[src/rtl/deque_with_key_search_core_defines.svh]
// ----------------------------------------------------------------------------
// Deque with key search: assertion macros
// Shared assertion macros for the deque core. Define ASSERT_OFF to drop them.
// ----------------------------------------------------------------------------
`ifndef DEQUE_WITH_KEY_SEARCH_CORE_DEFINES_SVH
`define DEQUE_WITH_KEY_SEARCH_CORE_DEFINES_SVH

`ifndef ASSERT_OFF
// Plain property, checked on every rising clock edge outside reset.
`define DQKS_ASSERT(lbl, prop, msg) \
  lbl: assert property (@(posedge clk) disable iff (rst) prop) else $error(msg);
// Same-cycle implication, checked outside reset.
`define DQKS_ASSERT_IMPL(lbl, ante, cons, msg) \
  lbl: assert property (@(posedge clk) disable iff (rst) (ante) |-> (cons)) else $error(msg);
`else
`define DQKS_ASSERT(lbl, prop, msg)
`define DQKS_ASSERT_IMPL(lbl, ante, cons, msg)
`endif

`endif

[src/rtl/dqks_pkg.sv]
// ----------------------------------------------------------------------------
// Deque with key search: package
// Word formats, request and status codes, controller types and helpers.
// ----------------------------------------------------------------------------
package dqks_pkg;

  localparam int DEPTH_DEFAULT     = 16;
  localparam int KEY_CHARS_DEFAULT = 8;

  localparam int KEY_BYTES = 8;
  localparam int KEY_W     = 64;
  localparam int LEN_W     = 4;
  localparam int VALUE_W   = 32;
  localparam int REQ_W     = 3;
  localparam int STATUS_W  = 2;
  localparam int COUNT_W   = 5;

  localparam logic [7:0] CHAR_UPPER_A     = 8'h41;
  localparam logic [7:0] CHAR_UPPER_Z     = 8'h5A;
  localparam logic [7:0] CASE_FOLD_OFFSET = 8'd32;

  typedef enum logic [REQ_W-1:0] {
    REQ_PUSH_FRONT,
    REQ_PUSH_BACK,
    REQ_POP_FRONT,
    REQ_POP_BACK,
    REQ_READ_FRONT,
    REQ_READ_BACK,
    REQ_FIND,
    REQ_CLEAR
  } req_type_t;

  typedef enum logic [STATUS_W-1:0] {
    STATUS_SUCCESS,
    STATUS_FAIL,
    STATUS_FOUND,
    STATUS_NOT_FOUND
  } status_t;

  typedef struct packed {
    logic [REQ_W-1:0]   req_type;
    logic [KEY_W-1:0]   key_chars;
    logic [LEN_W-1:0]   key_length;
    logic [VALUE_W-1:0] entry_value;
  } req_word_t;

  typedef struct packed {
    logic [STATUS_W-1:0] status;
    logic [VALUE_W-1:0]  result_value;
    logic [COUNT_W-1:0]  entry_count;
  } rsp_word_t;

  typedef enum logic [2:0] {
    S_IDLE,
    S_EXEC,
    S_RWAIT,
    S_SCAN,
    S_DONE
  } ctrl_state_t;

  typedef enum logic [1:0] {
    RD_FRONT,
    RD_BACK,
    RD_SCAN
  } rd_sel_t;

  typedef struct packed {
    logic    req_load;
    logic    add_front;
    logic    add_back;
    logic    drop_front;
    logic    drop_back;
    logic    clear;
    logic    rd_en;
    rd_sel_t rd_sel;
    logic    scan_clr;
    logic    res_load;
    status_t res_status;
    logic    res_from_mem;
    logic    out_load;
  } dp_cmd_t;

  typedef struct packed {
    req_type_t req;
    logic      empty;
    logic      full;
    logic      scan_more;
    logic      hit;
    logic      out_free;
  } dp_status_t;

  // Folds an upper-case ASCII letter to lower case; other bytes pass unchanged.
  function automatic logic [7:0] fold_char(input logic [7:0] c);
    if (c >= CHAR_UPPER_A && c <= CHAR_UPPER_Z) begin
      return c + CASE_FOLD_OFFSET;
    end
    return c;
  endfunction

endpackage

[src/rtl/deque_with_key_search_core.sv]
// ----------------------------------------------------------------------------
// Deque with key search: top level
// Bounded double-ended queue of keyed entries with case-folded key search.
// ----------------------------------------------------------------------------
//
//   Channel   Word type             Handshake           Direction
//   request   dqks_pkg::req_word_t  req_valid/req_stall into the core
//   response  dqks_pkg::rsp_word_t  rsp_valid/rsp_stall out of the core
//
// A push, pop or clear passes through the execute and done states between
// accepted requests, a read of the front or back also through read-wait, and
// a find through the scan state until a match or the last entry. The states
// follow the entry memory's single registered read port: a search reads one
// entry per cycle, comparing each while the next is being read.
// Reset clears the pointer, occupancy, scan counter and valid flags; the entry
// memory is not cleared, since only slots written by a push are ever read.
// A response waits in an output register; while it is stalled the core holds
// the next result and takes no new request until that register frees up.
//
module deque_with_key_search_core #(
  parameter int DEPTH     = dqks_pkg::DEPTH_DEFAULT,
  parameter int KEY_CHARS = dqks_pkg::KEY_CHARS_DEFAULT
) (
  input  logic                clk,
  input  logic                rst,
  input  logic                req_valid,
  output logic                req_stall,
  input  dqks_pkg::req_word_t req_word,
  output logic                rsp_valid,
  input  logic                rsp_stall,
  output dqks_pkg::rsp_word_t rsp_word
);
  import dqks_pkg::*;

  // Commands from the controller and status back from the datapath are the
  // only connection between the two halves.
  dp_cmd_t    cmd;
  dp_status_t status;

  // The controller sequences each request: latch it, execute or read, scan
  // for a find, then hand the result to the output register.
  dqks_ctrl u_ctrl (
    .clk       (clk),
    .rst       (rst),
    .req_valid (req_valid),
    .req_stall (req_stall),
    .status    (status),
    .cmd       (cmd)
  );

  // The datapath owns the entry memory, pointers, scan counter and the
  // registered response word.
  dqks_datapath #(
    .DEPTH     (DEPTH),
    .KEY_CHARS (KEY_CHARS)
  ) u_datapath (
    .clk       (clk),
    .rst       (rst),
    .req_word  (req_word),
    .cmd       (cmd),
    .status    (status),
    .rsp_valid (rsp_valid),
    .rsp_stall (rsp_stall),
    .rsp_word  (rsp_word)
  );

endmodule

[src/rtl/dqks_datapath.sv]
// ----------------------------------------------------------------------------
// Deque with key search: datapath
// Entry memory, front pointer, occupancy, scan counter, result and output word.
// ----------------------------------------------------------------------------
`include "deque_with_key_search_core_defines.svh"

module dqks_datapath #(
  parameter int DEPTH     = dqks_pkg::DEPTH_DEFAULT,
  parameter int KEY_CHARS = dqks_pkg::KEY_CHARS_DEFAULT
) (
  input  logic                 clk,
  input  logic                 rst,
  input  dqks_pkg::req_word_t  req_word,
  input  dqks_pkg::dp_cmd_t    cmd,
  output dqks_pkg::dp_status_t status,
  output logic                 rsp_valid,
  input  logic                 rsp_stall,
  output dqks_pkg::rsp_word_t  rsp_word
);
  import dqks_pkg::*;

  localparam int AW = $clog2(DEPTH);
  localparam int CW = $clog2(DEPTH + 1);
  localparam int SW = AW + 1;

  typedef struct packed {
    logic [KEY_W-1:0]   key;
    logic [LEN_W-1:0]   len;
    logic [VALUE_W-1:0] value;
  } entry_t;

  req_type_t          req_kind;
  logic [KEY_W-1:0]   req_key;
  logic [LEN_W-1:0]   req_len;
  logic [VALUE_W-1:0] req_value;

  logic [AW-1:0] front;
  logic [CW-1:0] occ;
  logic [CW-1:0] scan_idx;

  entry_t mem [DEPTH];
  entry_t rd_data;
  logic   rd_valid;

  status_t            res_status;
  logic [VALUE_W-1:0] res_value;

  logic [LEN_W-1:0] len_sat;
  logic [KEY_W-1:0] key_in;
  logic [AW-1:0]    front_dec;
  logic [AW-1:0]    front_inc;
  logic [AW-1:0]    back_slot;
  logic [AW-1:0]    last_slot;
  logic [AW-1:0]    scan_slot;
  logic [AW-1:0]    wr_addr;
  logic [AW-1:0]    rd_addr;

  // Reduces a pointer sum below 2*DEPTH into the slot range.
  function automatic logic [AW-1:0] wrap(input logic [SW-1:0] s);
    if (s >= SW'(DEPTH)) begin
      return AW'(s - SW'(DEPTH));
    end
    return AW'(s);
  endfunction

  // Keys are stored saturated in length, masked past it and already folded,
  // so a search is a plain equality on length and key bits.
  always_comb begin
    len_sat = (req_word.key_length > LEN_W'(KEY_CHARS)) ? LEN_W'(KEY_CHARS)
                                                        : req_word.key_length;
    for (int b = 0; b < KEY_BYTES; b++) begin
      key_in[8*b +: 8] = (LEN_W'(b) < len_sat) ? fold_char(req_word.key_chars[8*b +: 8])
                                               : 8'h00;
    end
  end

  always_comb begin
    front_dec = (front == '0) ? AW'(DEPTH - 1) : front - AW'(1);
    front_inc = (front == AW'(DEPTH - 1)) ? '0 : front + AW'(1);
    back_slot = wrap(SW'(front) + SW'(occ));
    last_slot = wrap(SW'(front) + SW'(occ) - SW'(1));
    scan_slot = wrap(SW'(front) + SW'(scan_idx));
    wr_addr   = cmd.add_front ? front_dec : back_slot;
    unique case (cmd.rd_sel)
      RD_FRONT: rd_addr = front;
      RD_BACK:  rd_addr = last_slot;
      RD_SCAN:  rd_addr = scan_slot;
      default:  rd_addr = front;
    endcase
  end

  always_ff @(posedge clk) begin
    if (cmd.add_front || cmd.add_back) begin
      mem[wr_addr] <= '{key: req_key, len: req_len, value: req_value};
    end
    if (cmd.rd_en) begin
      rd_data <= mem[rd_addr];
    end
  end

  always_ff @(posedge clk) begin
    if (rst) begin
      front     <= '0;
      occ       <= '0;
      scan_idx  <= '0;
      rd_valid  <= 1'b0;
      rsp_valid <= 1'b0;
    end else begin
      if (cmd.clear) begin
        front <= '0;
        occ   <= '0;
      end else if (cmd.add_front) begin
        front <= front_dec;
        occ   <= occ + CW'(1);
      end else if (cmd.add_back) begin
        occ <= occ + CW'(1);
      end else if (cmd.drop_front) begin
        front <= front_inc;
        occ   <= occ - CW'(1);
      end else if (cmd.drop_back) begin
        occ <= occ - CW'(1);
      end
      if (cmd.scan_clr) begin
        scan_idx <= '0;
      end else if (cmd.rd_en && cmd.rd_sel == RD_SCAN) begin
        scan_idx <= scan_idx + CW'(1);
      end
      rd_valid <= cmd.rd_en && (cmd.rd_sel == RD_SCAN);
      if (cmd.out_load) begin
        rsp_valid <= 1'b1;
      end else if (!rsp_stall) begin
        rsp_valid <= 1'b0;
      end
    end
  end

  always_ff @(posedge clk) begin
    if (cmd.req_load) begin
      req_kind  <= req_type_t'(req_word.req_type);
      req_key   <= key_in;
      req_len   <= len_sat;
      req_value <= req_word.entry_value;
    end
    if (cmd.res_load) begin
      res_status <= cmd.res_status;
      res_value  <= cmd.res_from_mem ? rd_data.value : '0;
    end
    if (cmd.out_load) begin
      rsp_word.status       <= res_status;
      rsp_word.result_value <= res_value;
      rsp_word.entry_count  <= COUNT_W'(occ);
    end
  end

  always_comb begin
    status.req       = req_kind;
    status.empty     = (occ == '0);
    status.full      = (occ == CW'(DEPTH));
    status.scan_more = (scan_idx < occ);
    status.hit       = rd_valid && (rd_data.len == req_len) && (rd_data.key == req_key);
    status.out_free  = !rsp_valid || !rsp_stall;
  end

  `DQKS_ASSERT(a_occ_bound, occ <= CW'(DEPTH), "occupancy above depth")
  `DQKS_ASSERT(a_front_bound, SW'(front) < SW'(DEPTH), "front pointer out of range")
  `DQKS_ASSERT_IMPL(a_push_room, cmd.add_front || cmd.add_back, occ < CW'(DEPTH), "push on full")
  `DQKS_ASSERT_IMPL(a_pop_item, cmd.drop_front || cmd.drop_back, occ != '0, "pop on empty")
  `DQKS_ASSERT_IMPL(a_load_free, cmd.out_load, !rsp_valid || !rsp_stall, "output word overwritten")

endmodule

[src/rtl/dqks_ctrl.sv]
// ----------------------------------------------------------------------------
// Deque with key search: controller
// Sequences one request at a time and drives datapath commands.
// ----------------------------------------------------------------------------
`include "deque_with_key_search_core_defines.svh"

module dqks_ctrl (
  input  logic                 clk,
  input  logic                 rst,
  input  logic                 req_valid,
  output logic                 req_stall,
  input  dqks_pkg::dp_status_t status,
  output dqks_pkg::dp_cmd_t    cmd
);
  import dqks_pkg::*;

  ctrl_state_t state;
  ctrl_state_t state_next;

  always_ff @(posedge clk) begin
    if (rst) begin
      state <= S_IDLE;
    end else begin
      state <= state_next;
    end
  end

  always_comb begin
    state_next = state;
    cmd        = '0;
    req_stall  = 1'b1;
    unique case (state)
      S_IDLE: begin
        req_stall = 1'b0;
        if (req_valid) begin
          cmd.req_load = 1'b1;
          state_next   = S_EXEC;
        end
      end
      S_EXEC: begin
        unique case (status.req)
          REQ_PUSH_FRONT, REQ_PUSH_BACK: begin
            cmd.res_load = 1'b1;
            state_next   = S_DONE;
            if (status.full) begin
              cmd.res_status = STATUS_FAIL;
            end else begin
              cmd.res_status = STATUS_SUCCESS;
              cmd.add_front  = (status.req == REQ_PUSH_FRONT);
              cmd.add_back   = (status.req == REQ_PUSH_BACK);
            end
          end
          REQ_POP_FRONT, REQ_POP_BACK: begin
            cmd.res_load = 1'b1;
            state_next   = S_DONE;
            if (status.empty) begin
              cmd.res_status = STATUS_FAIL;
            end else begin
              cmd.res_status = STATUS_SUCCESS;
              cmd.drop_front = (status.req == REQ_POP_FRONT);
              cmd.drop_back  = (status.req == REQ_POP_BACK);
            end
          end
          REQ_READ_FRONT, REQ_READ_BACK: begin
            if (status.empty) begin
              cmd.res_load   = 1'b1;
              cmd.res_status = STATUS_FAIL;
              state_next     = S_DONE;
            end else begin
              cmd.rd_en  = 1'b1;
              cmd.rd_sel = (status.req == REQ_READ_FRONT) ? RD_FRONT : RD_BACK;
              state_next = S_RWAIT;
            end
          end
          REQ_FIND: begin
            cmd.scan_clr = 1'b1;
            state_next   = S_SCAN;
          end
          REQ_CLEAR: begin
            cmd.clear      = 1'b1;
            cmd.res_load   = 1'b1;
            cmd.res_status = STATUS_SUCCESS;
            state_next     = S_DONE;
          end
        endcase
      end
      S_RWAIT: begin
        cmd.res_load     = 1'b1;
        cmd.res_status   = STATUS_SUCCESS;
        cmd.res_from_mem = 1'b1;
        state_next       = S_DONE;
      end
      S_SCAN: begin
        // The compare of one entry overlaps the read of the next.
        if (status.hit) begin
          cmd.res_load     = 1'b1;
          cmd.res_status   = STATUS_FOUND;
          cmd.res_from_mem = 1'b1;
          state_next       = S_DONE;
        end else if (status.scan_more) begin
          cmd.rd_en  = 1'b1;
          cmd.rd_sel = RD_SCAN;
        end else begin
          cmd.res_load   = 1'b1;
          cmd.res_status = STATUS_NOT_FOUND;
          state_next     = S_DONE;
        end
      end
      S_DONE: begin
        if (status.out_free) begin
          cmd.out_load = 1'b1;
          state_next   = S_IDLE;
        end
      end
      default: begin
        state_next = S_IDLE;
      end
    endcase
  end

  `DQKS_ASSERT_IMPL(a_hit_in_scan, status.hit, state == S_SCAN, "match seen outside a search")
  `DQKS_ASSERT(a_res_then_done, cmd.res_load |=> state == S_DONE, "result not followed by done")
  `DQKS_ASSERT(a_read_wait, cmd.rd_en |=> (state == S_RWAIT || state == S_SCAN), "read data unused")

endmodule

[config.mk]
export PLATFORM = sky130hd
export DESIGN_NAME = deque_with_key_search_core
export DESIGN_NICKNAME = d
export VERILOG_FILES = /design/src/rtl/dqks_pkg.sv /design/src/rtl/deque_with_key_search_core.sv /design/src/rtl/dqks_datapath.sv /design/src/rtl/dqks_ctrl.sv
export VERILOG_INCLUDE_DIRS = /design/src /design/src/rtl
export SDC_FILE = /design/constraint.sdc
export NUM_CORES = 2
export LEC_CHECK = 0
export ABC_AREA = 1
export BUFFER_PORTS_ARGS = -buffer_cell sky130_fd_sc_hd__buf_2
export CORE_MARGIN = 2
export CORE_UTILIZATION = 35
export DETAILED_ROUTE_END_ITERATION = 8
export GPL_ROUTABILITY_DRIVEN = 0
export GPL_TIMING_DRIVEN = 1
export SLEW_MARGIN = 15
export SYNTH_ARGS = -nofsm -noshare
export SYNTH_HDL_FRONTEND = slang
export SYNTH_HIERARCHICAL = 1
export SYNTH_SLANG_ARGS = --single-unit
[constraint.sdc]
create_clock -name clk -period 24.9 [get_ports clk]
set_clock_uncertainty 0.2 [all_clocks]
set_input_delay 3.735 -clock clk [delete_from_list [all_inputs] [get_ports clk]]
set_output_delay 3.735 -clock clk [all_outputs]
set_load 0.1 [all_outputs]
==> results.cfg <==
[critical_path]
cp-start-kind = register
reg2reg_slack_ns = 16.05
critPathKind = register to register
r2r-start = u_datapath/req_key[0]$_SDFFCE_PP0P_
cp_max_fo = 95
cp-end-kind = register
rr_worst_depth = 23
required_ns = 25.28
r2r_end = u_datapath/rd_data[5]$_DFFE_PP_
worstPathArrival_ns = 9.23

[yosys]
synth_most_common_cell = nand2_1
synth_warnings = 6
synth-edff-count = 1876
ys_types = 45
synth_commonest_cells = 2564 x nand2_1, 1876 x edfxtp_1, 1354 x nand3_1
synth_flop_cell = edfxtp_1
synth_async_sr_flop_share = 0
netlist_area_um2 = 83700
synth-seq-cells = 1895
ys_top_cells_by_area = edfxtp_1 67%, nand2_1 12%, nand3_1 8.1%, inv_1 5.4%, nand3b_1 1.8%
synth_cells = 8033
yosysTopAreaCellShare = 0.673
yosys.area.top_type = edfxtp_1
post_synth.cell_area_avg_um2 = 10.4
ys_seq_area_frac = 0.678
synth_nets = 8170

[final_layout]
fin_util = 0.394
nNetsFinal = 8156
drive_above_1_share = 0.0688
final_area_um2 = 93600
area_delta_synth_final_pct = 11.9

[clocking]
cts-buffers-inserted = 198
postCtsSetupRepairBufs = 0
root_buffer = clkbuf_16
path_clk_slew_ns = 0.06
hold_buffers = 0
clock-sinks = 1895
cts_buffer_depth = 3
cts_tree = done
h-tree-depth = 4
clk-insertion-delay-late_ns = 0.84
cts_resized = 0

[routing]
antenna_left = 0
drt_iter0_drc = 5720
dr.pass1.iters = 8
vias = 56600
drcViolationCount = 7
drt-total-wl_um = 233000
via_per_inst = 4.98
post_drt_wl_per_cell_um = 20.6

[worst_hold_path]
holdCritStartpoint = u_datapath/res_value[11]$_SDFFCE_PN0P_
min_path_cells = 0
holdPathEnd = u_datapath/rsp_word[16]$_DFFE_PP_
hp-class = register to register

[sta]
fin_ws_ns = 16.05
max_slew_margin = 0.194
finalHoldViolations = 0
tightest_slew_ns = 1.21
fin_crit_sh = 0.355
holdWs_ns = 0.216
period_minus_slack_ns = 8.85
rsz0062_at_grt = no
fin_tns_setup_ns = 0
finalSetupViolCount = 0
clock.fmax_mhz = 113
report.final.slew_viol_count = 0

[die]
rows = 179
core-area_um2 = 238000
start_util = 0.352
io_pins = 148
fp.dieArea_um2 = 243000
die-height_um = 493
die_w_um = 493

[power_and_ir_drop]
power_density_nw_per_um2 = 83.3
seq_power_share = 0.489
p_int_mw = 5.66
p_switching_mw = 2.13
leakage_nw = 39.1
ir_worst_vdd_uv = 58.9
p_clk_frac = 0.380
combPwrFrac = 0.131
swShare = 0.274

[place]
pre_cts_slack_ns = 16.06
hpwl_um = 108000
dpl-instance-area_um2 = 87100
place.port_buffers = 147

[global_routing]
gr-total-overflow = 0
grt_start_max_net_pins = 195
antenna_found_initial = 8
grt_use_total = 0.188
grt_pass1_vias = 54300
grt_pass1_wl_um = 347000

[status]
violations = design-rule violations
outcome = finished, violations left

[flow_run]
drv_cap = 0
-- layout by cell type, fill, tap and decap left out, types with 20 or more instances in the layout --
master and n:
buf_2 147, clkinv_1 51, buf_4 54, nand3b_1 203, clkinv_2 42, clkbuf_1 33, clkbuf_16 202, bufinv_16 20
a21oi_1 35, o21ai_0 50, nand2_1 2561, ha_1 28, nor3_1 23, nand3_1 1354, inv_1 1209, nor2_1 118
edfxtp_1 1876
-- metrics by stage --
stage	cells	power (mW)
global placement	11000	4.88
CTS	11400	7.84
floorplan	8033	4.58
detailed placement	11000	4.90
finish	11400	7.80
global route	11400	8.10
-- power groups by stage --
stage	Combinational [mW]	Clock (mW)	Sequential, mW
5_1_grt	1.14	3.13	3.83
2_1_floorplan	0.682	0	3.89
3_5_place_dp	1.02	0	3.88
3_3_place_gp	1.01	0	3.87
4_1_cts	1.02	3.01	3.81
6_report	1.02	2.96	3.82
-- cells by family after synthesis --
kind of cell             count (synthesis)  share of synthesized area
buffers and inverters                 1651                     0.0825
AO/OA/AOI/OAI                          122                    0.00816
AND/OR/NAND/NOR                       4312                      0.225
flip-flops                            1895                      0.678
adder cells (fa/ha/maj)                 30                    0.00467
XOR/XNOR                                23                    0.00241
-- critical path, cell delays in order (launching register included) --
cell	delay (ns)
edfxtp_1	0.69
xor2_1	0.37
nor3_1	0.68
nand2_1	0.11
nor2_1	0.11
nand3_1	0.09
nor2_1	0.62
nor2_1	0.16
nand2_2	0.18
inv_1	0.09
ha_1	0.54
clkinv_4	0.15
nand3_4	0.35
buf_4	0.84
buf_4	0.95
buf_4	0.90
buf_4	0.68
nand3b_1	0.14
nand3_1	0.12
nand2_1	0.08
nand2_1	0.06
nand2_1	0.07
nand2_1	0.06
nand2_1	0.08
-- sequential cells by signal, indices dropped and copies added, names as in the netlist --
signal	flops
u_datapath/front	4
u_ctrl/state	3
u_datapath/res_value	32
u_datapath/req_value	32
u_datapath/req_key	64
u_datapath/rd_data	100
u_datapath/scan_idx	5
u_datapath/req_kind	3
u_datapath/rsp_valid	1
u_datapath/rsp_word	39
u_datapath/rd_valid	1
u_datapath/mem	1600
u_datapath/occ	5
u_datapath/res_status	2
u_datapath/req_len	4
-- per-layer routing --
metal  up-vias  GRT usage  wire length [um]
li1      26400          -                 -
met1     27600      0.247             97700
met2      2105      0.319            112000
met3       454     0.0239             15500
met4         4     0.0677              7770
met5         -          0                31
-- final cells by class --
class	instances	area, um2
fillers	22700	144000
flip-flops and latches	1895	56700
multi-input cells	4487	20300
clock buffers	235	5180
inverters	1216	4580
well taps	3167	3960
repair buffers	221	1530
clock inverters	138	1320
diodes	3	7.51
-- worst max-delay path by stage --
stage	slack [ns]	end	startpoint	cells past startpoint
2_1_floorplan	15.00	u_datapath/scan_idx[3]$_SDFFE_PP0P_	u_datapath/occ[1]$_SDFFE_PP0P_	12
3_3_place_gp	16.24	u_datapath/rd_data[3]$_DFFE_PP_	u_datapath/req_key[0]$_SDFFCE_PP0P_	23
3_5_place_dp	16.06	u_datapath/rd_data[8]$_DFFE_PP_	u_datapath/req_key[0]$_SDFFCE_PP0P_	23
4_1_cts	16.05	u_datapath/rd_data[0]$_DFFE_PP_	u_datapath/req_key[0]$_SDFFCE_PP0P_	23
5_1_grt	15.72	u_datapath/rd_data[5]$_DFFE_PP_	u_datapath/req_key[0]$_SDFFCE_PP0P_	23
6_report	16.05	u_datapath/rd_data[5]$_DFFE_PP_	u_datapath/req_key[0]$_SDFFCE_PP0P_	23
Note: power is estimated with default switching activity, not from simulation.
